--- config.mk ---
export PLATFORM = sky130hd
export DESIGN_NAME = segmentation_confusion_metrics
export DESIGN_NICKNAME = d
export VERILOG_FILES = /design/src/scm_pkg.sv /design/src/scm_counters.sv /design/src/scm_sequencer.sv /design/src/scm_datapath.sv /design/src/segmentation_confusion_metrics.sv
export SDC_FILE = /design/constraint.sdc
export NUM_CORES = 2
export LEC_CHECK = 0
export BUFFER_PORTS_ARGS = -buffer_cell sky130_fd_sc_hd__buf_2
export CORE_MARGIN = 10
export CORE_UTILIZATION = 45
export CTS_CLUSTER_SIZE = 40
export DETAILED_ROUTE_END_ITERATION = 8
export GPL_TIMING_DRIVEN = 0
export PLACE_DENSITY = 0.65
export SYNTH_ARGS = -nofsm -noshare
export SYNTH_HDL_FRONTEND = slang
export SYNTH_HIERARCHICAL = 1
export SYNTH_SLANG_ARGS = --single-unit
export TNS_END_PERCENT = 10
--- constraint.sdc ---
create_clock -name aclk -period 13.9 [get_ports aclk]
set_input_delay 4.17 -clock aclk [delete_from_list [all_inputs] [get_ports aclk]]
set_output_delay 4.17 -clock aclk [all_outputs]
set_load 0.02 [all_outputs]
--- src/scm_pkg.sv ---
// Shared types, constants and the microcode program of the segmentation metrics block.
`default_nettype none
package scm_pkg;

    localparam int PIX_W   = 8;
    localparam int CNT_W   = 25;
    localparam int SUM_W   = CNT_W + 1;
    localparam int TOT_W   = CNT_W + 2;
    localparam int BETA_W  = 21;
    localparam int FRAC_W  = 16;
    localparam int RATIO_W = FRAC_W + 1;
    localparam int STAT_W  = 2;
    localparam int WGT_W   = BETA_W + 1;
    localparam int PROD_W  = SUM_W + BETA_W;
    localparam int DIV_W   = PROD_W + 1;
    localparam int PC_W    = 5;
    localparam int LOOP_W  = 5;

    localparam logic [CNT_W-1:0]  MAX_PIXELS = CNT_W'(24'hFF_FFFF) + CNT_W'(1);
    localparam logic [BETA_W-1:0] BETA_RESET = BETA_W'(5898);
    localparam logic [WGT_W-1:0]  BETA_ONE   = WGT_W'(1) << FRAC_W;
    localparam logic [LOOP_W-1:0] LOOP_INIT  = LOOP_W'(RATIO_W - 1);

    typedef struct packed {
        logic [CNT_W-1:0] tp;
        logic [CNT_W-1:0] fp;
        logic [CNT_W-1:0] fn;
        logic [CNT_W-1:0] tn;
    } counts_t;

    typedef enum logic [2:0] {
        OP_NOP     = 3'd0,
        OP_MUL_NUM = 3'd1,
        OP_MUL_DEN = 3'd2,
        OP_ADD_DEN = 3'd3,
        OP_LOAD    = 3'd4,
        OP_STEP    = 3'd5,
        OP_STORE   = 3'd6,
        OP_EMIT    = 3'd7
    } op_t;

    typedef enum logic [1:0] {
        SEL_ERR  = 2'd0,
        SEL_PREC = 2'd1,
        SEL_REC  = 2'd2,
        SEL_FSC  = 2'd3
    } sel_t;

    typedef enum logic [2:0] {
        JMP_NONE     = 3'd0,
        JMP_ALWAYS   = 3'd1,
        JMP_IDLE     = 3'd2,
        JMP_LOOP     = 3'd3,
        JMP_OUT_FULL = 3'd4
    } cond_t;

    typedef struct packed {
        op_t              op;
        sel_t             sel;
        cond_t            cond;
        logic [PC_W-1:0]  target;
    } uword_t;

    typedef struct packed {
        op_t  op;
        sel_t sel;
    } dp_ctrl_t;

    // The ratio program: build the F-score operands, then four long divisions.
    function automatic uword_t ucode(input logic [PC_W-1:0] pc);
        uword_t w;
        w = '{OP_NOP, SEL_ERR, JMP_ALWAYS, PC_W'(0)};
        case (pc)
            PC_W'(0):  w = '{OP_NOP,     SEL_ERR,  JMP_IDLE,     PC_W'(0)};
            PC_W'(1):  w = '{OP_MUL_NUM, SEL_ERR,  JMP_NONE,     PC_W'(0)};
            PC_W'(2):  w = '{OP_MUL_DEN, SEL_ERR,  JMP_NONE,     PC_W'(0)};
            PC_W'(3):  w = '{OP_ADD_DEN, SEL_ERR,  JMP_NONE,     PC_W'(0)};
            PC_W'(4):  w = '{OP_LOAD,    SEL_ERR,  JMP_NONE,     PC_W'(0)};
            PC_W'(5):  w = '{OP_STEP,    SEL_ERR,  JMP_LOOP,     PC_W'(5)};
            PC_W'(6):  w = '{OP_STORE,   SEL_ERR,  JMP_NONE,     PC_W'(0)};
            PC_W'(7):  w = '{OP_LOAD,    SEL_PREC, JMP_NONE,     PC_W'(0)};
            PC_W'(8):  w = '{OP_STEP,    SEL_PREC, JMP_LOOP,     PC_W'(8)};
            PC_W'(9):  w = '{OP_STORE,   SEL_PREC, JMP_NONE,     PC_W'(0)};
            PC_W'(10): w = '{OP_LOAD,    SEL_REC,  JMP_NONE,     PC_W'(0)};
            PC_W'(11): w = '{OP_STEP,    SEL_REC,  JMP_LOOP,     PC_W'(11)};
            PC_W'(12): w = '{OP_STORE,   SEL_REC,  JMP_NONE,     PC_W'(0)};
            PC_W'(13): w = '{OP_LOAD,    SEL_FSC,  JMP_NONE,     PC_W'(0)};
            PC_W'(14): w = '{OP_STEP,    SEL_FSC,  JMP_LOOP,     PC_W'(14)};
            PC_W'(15): w = '{OP_STORE,   SEL_FSC,  JMP_NONE,     PC_W'(0)};
            PC_W'(16): w = '{OP_NOP,     SEL_ERR,  JMP_OUT_FULL, PC_W'(16)};
            PC_W'(17): w = '{OP_EMIT,    SEL_ERR,  JMP_ALWAYS,   PC_W'(0)};
            default:   w = '{OP_NOP,     SEL_ERR,  JMP_ALWAYS,   PC_W'(0)};
        endcase
        return w;
    endfunction

endpackage
`default_nettype wire

--- src/scm_counters.sv ---
// Pixel classifier and the four saturating confusion counters.
`default_nettype none
module scm_counters (
    input  wire logic                        aclk,
    input  wire logic                        aresetn,
    input  wire logic                        beat,
    input  wire logic [scm_pkg::PIX_W-1:0]   result_pixel,
    input  wire logic [scm_pkg::PIX_W-1:0]   truth_pixel,
    input  wire logic                        last_pixel,
    output scm_pkg::counts_t                 counts_bumped
);
    import scm_pkg::*;

    counts_t cnt_reg;
    counts_t cnt_next;
    logic    res_fg;
    logic    tru_fg;

    function automatic logic [CNT_W-1:0] bump(input logic [CNT_W-1:0] c, input logic hit);
        logic [CNT_W-1:0] r;
        r = c;
        if (hit && (c < MAX_PIXELS)) begin
            r = c + CNT_W'(1);
        end
        return r;
    endfunction

    always_comb begin
        res_fg           = |result_pixel;
        tru_fg           = |truth_pixel;
        counts_bumped.tp = bump(cnt_reg.tp, res_fg && tru_fg);
        counts_bumped.fp = bump(cnt_reg.fp, res_fg && !tru_fg);
        counts_bumped.fn = bump(cnt_reg.fn, !res_fg && tru_fg);
        counts_bumped.tn = bump(cnt_reg.tn, !res_fg && !tru_fg);
        cnt_next         = cnt_reg;
        if (beat) begin
            // The last pixel's counts leave through counts_bumped; the image restarts at zero.
            cnt_next = last_pixel ? '0 : counts_bumped;
        end
    end

    always_ff @(posedge aclk) begin
        if (!aresetn) begin
            cnt_reg <= '0;
        end else begin
            cnt_reg <= cnt_next;
        end
    end

endmodule
`default_nettype wire

--- src/scm_sequencer.sv ---
// Microcode sequencer: step counter, loop counter and jump logic over the ratio program.
`default_nettype none
module scm_sequencer (
    input  wire logic       aclk,
    input  wire logic       aresetn,
    input  wire logic       start,
    input  wire logic       out_full,
    output logic            busy,
    output scm_pkg::dp_ctrl_t ctrl
);
    import scm_pkg::*;

    logic [PC_W-1:0]   pc_reg;
    logic [PC_W-1:0]   pc_next;
    logic [LOOP_W-1:0] loop_reg;
    logic [LOOP_W-1:0] loop_next;
    logic              busy_reg;
    logic              busy_next;
    uword_t            uw;
    logic              take_jump;

    always_comb begin
        uw = ucode(pc_reg);
        case (uw.cond)
            JMP_NONE:     take_jump = 1'b0;
            JMP_ALWAYS:   take_jump = 1'b1;
            JMP_IDLE:     take_jump = !busy_reg;
            JMP_LOOP:     take_jump = (loop_reg != '0);
            JMP_OUT_FULL: take_jump = out_full;
            default:      take_jump = 1'b0;
        endcase
        pc_next = take_jump ? uw.target : pc_reg + PC_W'(1);

        loop_next = loop_reg;
        if (uw.op == OP_LOAD) begin
            loop_next = LOOP_INIT;
        end else if ((uw.op == OP_STEP) && (loop_reg != '0)) begin
            loop_next = loop_reg - LOOP_W'(1);
        end

        busy_next = busy_reg;
        if (start) begin
            busy_next = 1'b1;
        end else if (uw.op == OP_EMIT) begin
            busy_next = 1'b0;
        end

        ctrl.op  = uw.op;
        ctrl.sel = uw.sel;
        busy     = busy_reg;
    end

    always_ff @(posedge aclk) begin
        if (!aresetn) begin
            pc_reg   <= '0;
            loop_reg <= '0;
            busy_reg <= 1'b0;
        end else begin
            pc_reg   <= pc_next;
            loop_reg <= loop_next;
            busy_reg <= busy_next;
        end
    end

endmodule
`default_nettype wire

--- src/scm_datapath.sv ---
// Ratio datapath: count snapshot, multiplier, restoring divider and the output register.
`default_nettype none
module scm_datapath (
    input  wire logic                          aclk,
    input  wire logic                          aresetn,
    input  wire logic                          start,
    input  wire scm_pkg::counts_t              counts_in,
    input  wire scm_pkg::dp_ctrl_t             ctrl,
    input  wire logic                          cfg_wr_en,
    input  wire logic [scm_pkg::BETA_W-1:0]    cfg_wr_data,
    output logic                               out_full,
    output logic                               m_valid,
    input  wire logic                          m_ready,
    output logic [scm_pkg::RATIO_W-1:0]        m_error_rate,
    output logic [scm_pkg::RATIO_W-1:0]        m_precision,
    output logic [scm_pkg::RATIO_W-1:0]        m_recall,
    output logic [scm_pkg::RATIO_W-1:0]        m_f_score,
    output logic [scm_pkg::CNT_W-1:0]          m_true_pos,
    output logic [scm_pkg::CNT_W-1:0]          m_false_pos,
    output logic [scm_pkg::CNT_W-1:0]          m_false_neg,
    output logic [scm_pkg::STAT_W-1:0]         m_status
);
    import scm_pkg::*;

    logic [BETA_W-1:0]  beta_reg;
    counts_t            snap_reg;
    logic [PROD_W-1:0]  prod_reg;
    logic [PROD_W-1:0]  prod_next;
    logic [DIV_W-1:0]   fnum_reg;
    logic [DIV_W-1:0]   fden_reg;
    logic [DIV_W:0]     rem_reg;
    logic [DIV_W-1:0]   den_reg;
    logic [RATIO_W-1:0] quo_reg;
    logic [RATIO_W-1:0] ratio_reg [4];
    logic               valid_reg;

    logic [SUM_W-1:0]   tpfp;
    logic [SUM_W-1:0]   tpfn;
    logic [SUM_W-1:0]   err_num;
    logic [TOT_W-1:0]   total;
    logic [DIV_W-1:0]   sel_num;
    logic [DIV_W-1:0]   sel_den;
    logic               ge;
    logic [DIV_W-1:0]   rem_sub;
    logic [RATIO_W-1:0] ratio_out;

    always_comb begin
        tpfp    = SUM_W'(snap_reg.tp) + SUM_W'(snap_reg.fp);
        tpfn    = SUM_W'(snap_reg.tp) + SUM_W'(snap_reg.fn);
        err_num = SUM_W'(snap_reg.fp) + SUM_W'(snap_reg.fn);
        total   = TOT_W'(tpfp) + TOT_W'(snap_reg.fn) + TOT_W'(snap_reg.tn);

        case (ctrl.sel)
            SEL_ERR: begin
                sel_num = DIV_W'(err_num);
                sel_den = DIV_W'(total);
            end
            SEL_PREC: begin
                sel_num = DIV_W'(snap_reg.tp);
                sel_den = DIV_W'(tpfp);
            end
            SEL_REC: begin
                sel_num = DIV_W'(snap_reg.tp);
                sel_den = DIV_W'(tpfn);
            end
            SEL_FSC: begin
                sel_num = fnum_reg;
                sel_den = fden_reg;
            end
            default: begin
                sel_num = '0;
                sel_den = '0;
            end
        endcase

        case (ctrl.op)
            OP_MUL_NUM: prod_next = PROD_W'(BETA_ONE + WGT_W'(beta_reg)) * PROD_W'(snap_reg.tp);
            OP_MUL_DEN: prod_next = PROD_W'(beta_reg) * PROD_W'(tpfn);
            default:    prod_next = prod_reg;
        endcase

        // The shifted remainder stays below twice the divisor, so one compare and subtract
        // per quotient bit.
        ge        = (rem_reg >= {1'b0, den_reg});
        rem_sub   = ge ? DIV_W'(rem_reg - {1'b0, den_reg}) : rem_reg[DIV_W-1:0];
        ratio_out = (den_reg == '0) ? '0 : quo_reg;

        out_full = valid_reg;
        m_valid  = valid_reg;
    end

    always_ff @(posedge aclk) begin
        if (!aresetn) begin
            beta_reg  <= BETA_RESET;
            valid_reg <= 1'b0;
        end else begin
            if (cfg_wr_en) begin
                beta_reg <= cfg_wr_data;
            end
            if (ctrl.op == OP_EMIT) begin
                valid_reg <= 1'b1;
            end else if (m_ready) begin
                valid_reg <= 1'b0;
            end
        end
    end

    always_ff @(posedge aclk) begin
        if (start) begin
            snap_reg <= counts_in;
        end
        prod_reg <= prod_next;
        case (ctrl.op)
            OP_MUL_DEN: fnum_reg <= DIV_W'(prod_reg);
            OP_ADD_DEN: fden_reg <= DIV_W'(prod_reg) + (DIV_W'(tpfp) << FRAC_W);
            OP_LOAD: begin
                rem_reg <= {1'b0, sel_num};
                den_reg <= sel_den;
                quo_reg <= '0;
            end
            OP_STEP: begin
                rem_reg <= {rem_sub, 1'b0};
                quo_reg <= {quo_reg[RATIO_W-2:0], ge};
            end
            OP_STORE: ratio_reg[ctrl.sel] <= ratio_out;
            OP_EMIT: begin
                m_error_rate <= ratio_reg[SEL_ERR];
                m_precision  <= ratio_reg[SEL_PREC];
                m_recall     <= ratio_reg[SEL_REC];
                m_f_score    <= ratio_reg[SEL_FSC];
                m_true_pos   <= snap_reg.tp;
                m_false_pos  <= snap_reg.fp;
                m_false_neg  <= snap_reg.fn;
                m_status     <= {tpfn == '0, tpfp == '0};
            end
            default: begin
            end
        endcase
    end

endmodule
`default_nettype wire

--- src/segmentation_confusion_metrics.sv ---
// Top level: pixel counters, microcoded ratio sequencer and its datapath.
// Non-final pixels are accepted one per cycle and give no result; a final pixel can be held back.
// After the final pixel of an image is accepted, the result is worked out by four 17-step
// restoring divisions on the shared divider plus fourteen setup, load, store and output steps.
// A final pixel waits while the previous image's ratios are still being worked out.
// Synchronous active-low reset clears the counters and the sequencer, and sets beta squared to 0.09.
`default_nettype none
module segmentation_confusion_metrics (
    input  wire logic                          aclk,
    input  wire logic                          aresetn,
    input  wire logic                          s_valid,
    output logic                               s_ready,
    input  wire logic [scm_pkg::PIX_W-1:0]     s_result_pixel,
    input  wire logic [scm_pkg::PIX_W-1:0]     s_truth_pixel,
    input  wire logic                          s_last_pixel,
    output logic                               m_valid,
    input  wire logic                          m_ready,
    output logic [scm_pkg::RATIO_W-1:0]        m_error_rate,
    output logic [scm_pkg::RATIO_W-1:0]        m_precision,
    output logic [scm_pkg::RATIO_W-1:0]        m_recall,
    output logic [scm_pkg::RATIO_W-1:0]        m_f_score,
    output logic [scm_pkg::CNT_W-1:0]          m_true_pos,
    output logic [scm_pkg::CNT_W-1:0]          m_false_pos,
    output logic [scm_pkg::CNT_W-1:0]          m_false_neg,
    output logic [scm_pkg::STAT_W-1:0]         m_status,
    input  wire logic                          cfg_wr_en,
    input  wire logic [scm_pkg::BETA_W-1:0]    cfg_wr_data
);
    import scm_pkg::*;

    logic     beat;
    logic     start;
    logic     busy;
    logic     out_full;
    counts_t  counts_bumped;
    dp_ctrl_t ctrl;

    always_comb begin
        s_ready = !(busy && s_last_pixel);
        beat    = s_valid && s_ready;
        start   = beat && s_last_pixel;
    end

    scm_counters u_counters (
        .aclk          (aclk),
        .aresetn       (aresetn),
        .beat          (beat),
        .result_pixel  (s_result_pixel),
        .truth_pixel   (s_truth_pixel),
        .last_pixel    (s_last_pixel),
        .counts_bumped (counts_bumped)
    );

    scm_sequencer u_sequencer (
        .aclk     (aclk),
        .aresetn  (aresetn),
        .start    (start),
        .out_full (out_full),
        .busy     (busy),
        .ctrl     (ctrl)
    );

    scm_datapath u_datapath (
        .aclk         (aclk),
        .aresetn      (aresetn),
        .start        (start),
        .counts_in    (counts_bumped),
        .ctrl         (ctrl),
        .cfg_wr_en    (cfg_wr_en),
        .cfg_wr_data  (cfg_wr_data),
        .out_full     (out_full),
        .m_valid      (m_valid),
        .m_ready      (m_ready),
        .m_error_rate (m_error_rate),
        .m_precision  (m_precision),
        .m_recall     (m_recall),
        .m_f_score    (m_f_score),
        .m_true_pos   (m_true_pos),
        .m_false_pos  (m_false_pos),
        .m_false_neg  (m_false_neg),
        .m_status     (m_status)
    );

endmodule
`default_nettype wire

# Word level (Yosys, flattened, before mapping)
# Memories as Yosys holds them, arrays and structs flattened. A register that Yosys moved wholly into a read port is not among the register bits.
# Index checks and enable logic that the tools add are counted.
# totals
register_bits	566
ram_bits	68
mem_bits_ro	416
inputBits	43
word_cells	115
mem_count	2
# classes
addsub	14
n_mul	2
magnitude_cmp	5
n_eq_ne	14
n_mux	23
n_bitwise	1
n_reduce_logical	30
# mem_list
memory	depth	word_bits	read_ports	rd_ports_with_merged_regs	wr	line	source
(no name shown)	32	13	1	1	0	scm_pkg.sv:73	case (pc)
u_datapath.ratio_reg	4	17	4	4	1	scm_datapath.sv:34	logic [RATIO_W-1:0] ratio_reg [4];
# op_table
operator	count
$pmux 48 s4	1
$pmux 48 s3	1
$add 25x1->25 const B	4
$lt 25x25->1 const B	4
$mux 100	1
$mux 25	4
$pmux 49 s2	1
$pmux 47 s2	1
$add 25x25->26	3
$logic_not 26->1	2
$ge 49x48->1	1
$add 47x42->48	1
$logic_not 48->1	1
$mux 48	1
$sub 48x48->48	1
$mul 21x26->47	1
$mul 47x25->47	1
$pmux 17 s2	1
$add 26x25->27	1
$add 27x25->27	1
$add 17x21->22 const A	1
$mux 5	4
$mux 17	1
$reduce_or 8->1	2
16 further kinds	49

# Longest topological paths before layout
# logic_depth
word_depth	6
mapped_depth	36
ltp_nobuf	34

# Hierarchy
# The synthesis kept the hierarchy.
# modules_own_cells
mod	n_inst	cells_each	area_per_inst_um2
scm_datapath	1	6680	66274.8
scm_counters	1	882	6790.3
scm_sequencer	1	140	1257.5
segmentation_confusion_metrics	1	3	20.0

# Worst setup path after synthesis
# Ideal clock, no wire load.
# synth_timing
kind	register to register
from	reg u_datapath/snap_reg[84] (netlist bit)
to	reg u_datapath.prod_reg[46], data pin
arrival_time_ns	8.630
required_ns	13.641
path_slack_ns	5.011
path_stages_with_launch	34
synth_period_minus_slack_ns	8.889
cell_sequence	edfxtp_1 ha_1 a21o_1 a221o_1 a211o_1 o41ai_2 nor2_1 a2111oi_2 o21a_1 xnor2_1 clkbuf_1 and2_1 fa_1 fa_1 inv_1 fa_1 inv_1 fa_1 fa_1 fa_1 inv_1 fa_1 inv_1 ha_1 and2_1 nand3_1 or2_2 o22ai_1 a2111oi_2 a21oi_1 a31o_2 a21oi_1 xnor2_1 a211o_1
# synth_via
elab_chain_len	3
word_cells_on_any_way	4
# synth_rtl
element	line	source
start, declared	scm_datapath.sv:26	counts_t snap_reg;
start signal, assigned	scm_datapath.sv:110	snap_reg <= counts_in;
$add 25x25->26	scm_datapath.sv:49	tpfn = SUM_W'(snap_reg.tp) + SUM_W'(snap_reg.fn);
$mul 21x26->47	scm_datapath.sv:78	OP_MUL_DEN: prod_next = PROD_W'(beta_reg) * PROD_W'(tpfn);
$pmux 47 s2 *	scm_datapath.sv:76	case (ctrl.op)
named net u_datapath.prod_next[46]	scm_datapath.sv:28	logic [PROD_W-1:0] prod_next;
end signal, assigned	scm_datapath.sv:112	prod_reg <= prod_next;
end, declared	scm_datapath.sv:27	logic [PROD_W-1:0] prod_reg;
# The timed path passes the listed nets; every way through them passes the cells marked *.
# A chain may end at the register's enable or synchronous reset.

# Final worst setup path
# layout_timing
from	reg u_datapath/snap_reg[76] (netlist bit)
to	reg u_datapath.prod_reg[42], data pin
# The elaborated chain is that of the path after synthesis.

==> out/qor.yml <==
violations: "capacitance limit, slew limit"
hp-start: "u_datapath/ratio_reg[0][7]$_DFFE_PP_"
met2_usage_pct: 44.0
cts_buffers: 79
ys_seq_area_share_pct: 26.9
drc: 0
rr_startpoint: "u_datapath/snap_reg[76]$_DFFE_PP_"
wl_um: 270000
whs_endpoint: "u_datapath/m_error_rate[7]$_DFFE_PP_"
max_clock_freq_ghz: 0.0820
rows: 149
grt_use_met1_pct: 38.8
vias: 59800
relSlewSlack_pct: -14.4
arrival_ns: 12.57
start_kind: "flop"
drtIter0Drc: 6754
cap_viol_max_count: 2
core_um2: 165000
final_max_slew_viol_count: 12
timing.rr.end: "u_datapath/prod_reg[42]$_DFFE_PP_"
htreeDepth: 3
clk_latency_ns: 0.72
min_period_ns: 12.19
ant_nets: 0
wl_per_cell_um: 26.3
avgSynthCellArea_um2: 9.65
gp_congestion: 1.03
cts_setup_buffers: 0
grt-busiest-layer: "met2"
layout_common_cells: "1232 x inv_1, 951 x nand2_1, 941 x fa_1"
netlist_instances: 7705
setup_violations: 0
grt_pass1_vias: 59000
crit_top_cell: "fa_1"
final_common_cell: "inv_1"
ff2ff_setup_slack_ns: 1.71
antenna_found_initial: 24
fin_nets: 9476
rsz0062_at_grt: "false"
grtUsageTotal_pct: 29.2
finalCritPeriodShare_pct: 87.7
clk_pin_slew_ns: 0.06
cts_tree: "yes"
synth_edf_count: 569
area_delta_synth_final_pct: 9.09
cts_hold_buffers: 0
drt_first_pass_iters: 7
clock_sinks: 714
overflow: 0
hold_path.class: "flop to flop"
initial_core_util_pct: 45.2
criticalPathCategory: "flop to flop"
yosys_most_used_dff: "edfxtp_1"
critPathMaxStageDelay_ns: 1.29
drive_above_1_share_pct: 5.39
r2r_cells: 32
fp.dieH_um: 426
crit_required_ns: 14.28
endpoint_kind: "flop"
synth_warnings: 6
syn-cell-area_um2: 74300
tightest_slew_ns: 1.70
hold_depth: 0
dpl.hpwl_um: 216000
port_buffers: 188
use_met3_pct: 5.96
root_buffer: "clkbuf_16"
cts_resized: 0
async_flop_share_pct: 0
status: "finished with violations"
final-hold-violation-count: 0
syn_nets: 9195
crit_fanout: 10
slowest_stage: "xnor2_1"
die_w_um: 426
fp.dieArea_um2: 182000
finalSetupTns_ns: 0
ys_ff_latch: 714
grt_max_degree: 71
ys_types: 99
ios: 190
grt_pass1_wl_um: 392000
cts_buffer_depth: 3
viasPerCell: 5.83
finClkSkew_ns: 0.0547
logic make-up after synthesis:
kind of cell,Yosys count,share of synthesized area [%]
AO/OA/AOI/OAI,1181,10.6
XOR/XNOR,324,3.82
adder cells (fa/ha/maj),1447,33.9
buffers and inverters,1641,8.35
flip-flops,714,26.9
multiplexers,56,0.773
AND/OR/NAND/NOR,2342,15.7
critical path, delay by kind of cell (launching register included):
| kind | cells | cell delay, ns |
|---|---|---|
| DFF | 1 | 1.24 |
| AOI/OAI and AO/OA | 12 | 3.08 |
| and+or+nand+nor | 4 | 0.79 |
| adders and majority gates | 9 | 4.36 |
| buffers and inverters | 5 | 0.82 |
| xor gates and xnor gates | 2 | 1.56 |
synth_stat cells, types with 120 or more instances:
cell | number | share of area [%]
inv_1 | 1232 | 6.2
nand2_1 | 951 | 4.8
fa_1 | 941 | 25
edfxtp_1 | 569 | 23
ha_1 | 506 | 8.5
and2_1 | 499 | 4.2
clkbuf_1 | 365 | 1.8
a21oi_1 | 323 | 2.2
nor2_1 | 234 | 1.2
xnor2_1 | 212 | 2.5
o21ai_0 | 199 | 1.3
dfxtp_1 | 145 | 3.9
nand3_1 | 135 | 0.91
a21o_1 | 120 | 1.2
area by class of cell:
cell class              count  area, µm²
plain buffers             402       1560
well taps                2189       2740
clock buffers              93       2050
fillers                 15400      83500
repair buffers            200       1180
diodes                     15       37.5
inverters                1239       4650
clock inverters            51        651
multi-input cells        5350      48200
flip-flops and latches    714      20000
metrics by stage:
| step | cells | instance area, µm² | hold slack, ns | utilization, % | setup slack, ns |
|---|---|---|---|---|---|
| floorplan | 7705 | 74300 | 0.400 | - | 5.01 |
| global placement | 10100 | 78000 | 0.403 | 47.4 | 1.68 |
| detailed placement | 10100 | 78400 | 0.405 | 47.6 | 2.05 |
| CTS | 10200 | 81100 | 0.417 | 49.2 | 2.03 |
| global route | 10200 | 81100 | 0.422 | 49.2 | 1.51 |
| finish | 10300 | 81100 | 0.414 | 49.3 | 1.71 |
how the worst max path moves through the flow:
| stage | start | to | slack [ns] | cells after the start |
|---|---|---|---|---|
| finish | u_datapath/snap_reg[76]$_DFFE_PP_ | u_datapath/prod_reg[42]$_DFFE_PP_ | 1.71 | 32 |
| CTS | u_datapath/snap_reg[85]$_DFFE_PP_ | u_datapath/prod_reg[42]$_DFFE_PP_ | 2.03 | 31 |
| global route | u_datapath/snap_reg[85]$_DFFE_PP_ | u_datapath/prod_reg[42]$_DFFE_PP_ | 1.51 | 31 |
| global placement | u_datapath/snap_reg[88]$_DFFE_PP_ | u_datapath/prod_reg[42]$_DFFE_PP_ | 1.68 | 32 |
| detailed placement | u_datapath/snap_reg[76]$_DFFE_PP_ | u_datapath/prod_reg[42]$_DFFE_PP_ | 2.05 | 32 |
| floorplan | u_datapath/snap_reg[84]$_DFFE_PP_ | u_datapath/prod_reg[46]$_DFFE_PP_ | 5.01 | 33 |
routing by layer:
metal | up-vias | wire [µm]
met4 | 2 | 17500
met3 | 628 | 26100
met1 | 30200 | 108000
met2 | 3042 | 118000
met5 | - | 13
li1 | 25900 | -
Power is not shown: default switching activity piles up to over one toggle a cycle in this logic, so the estimate is an artifact.
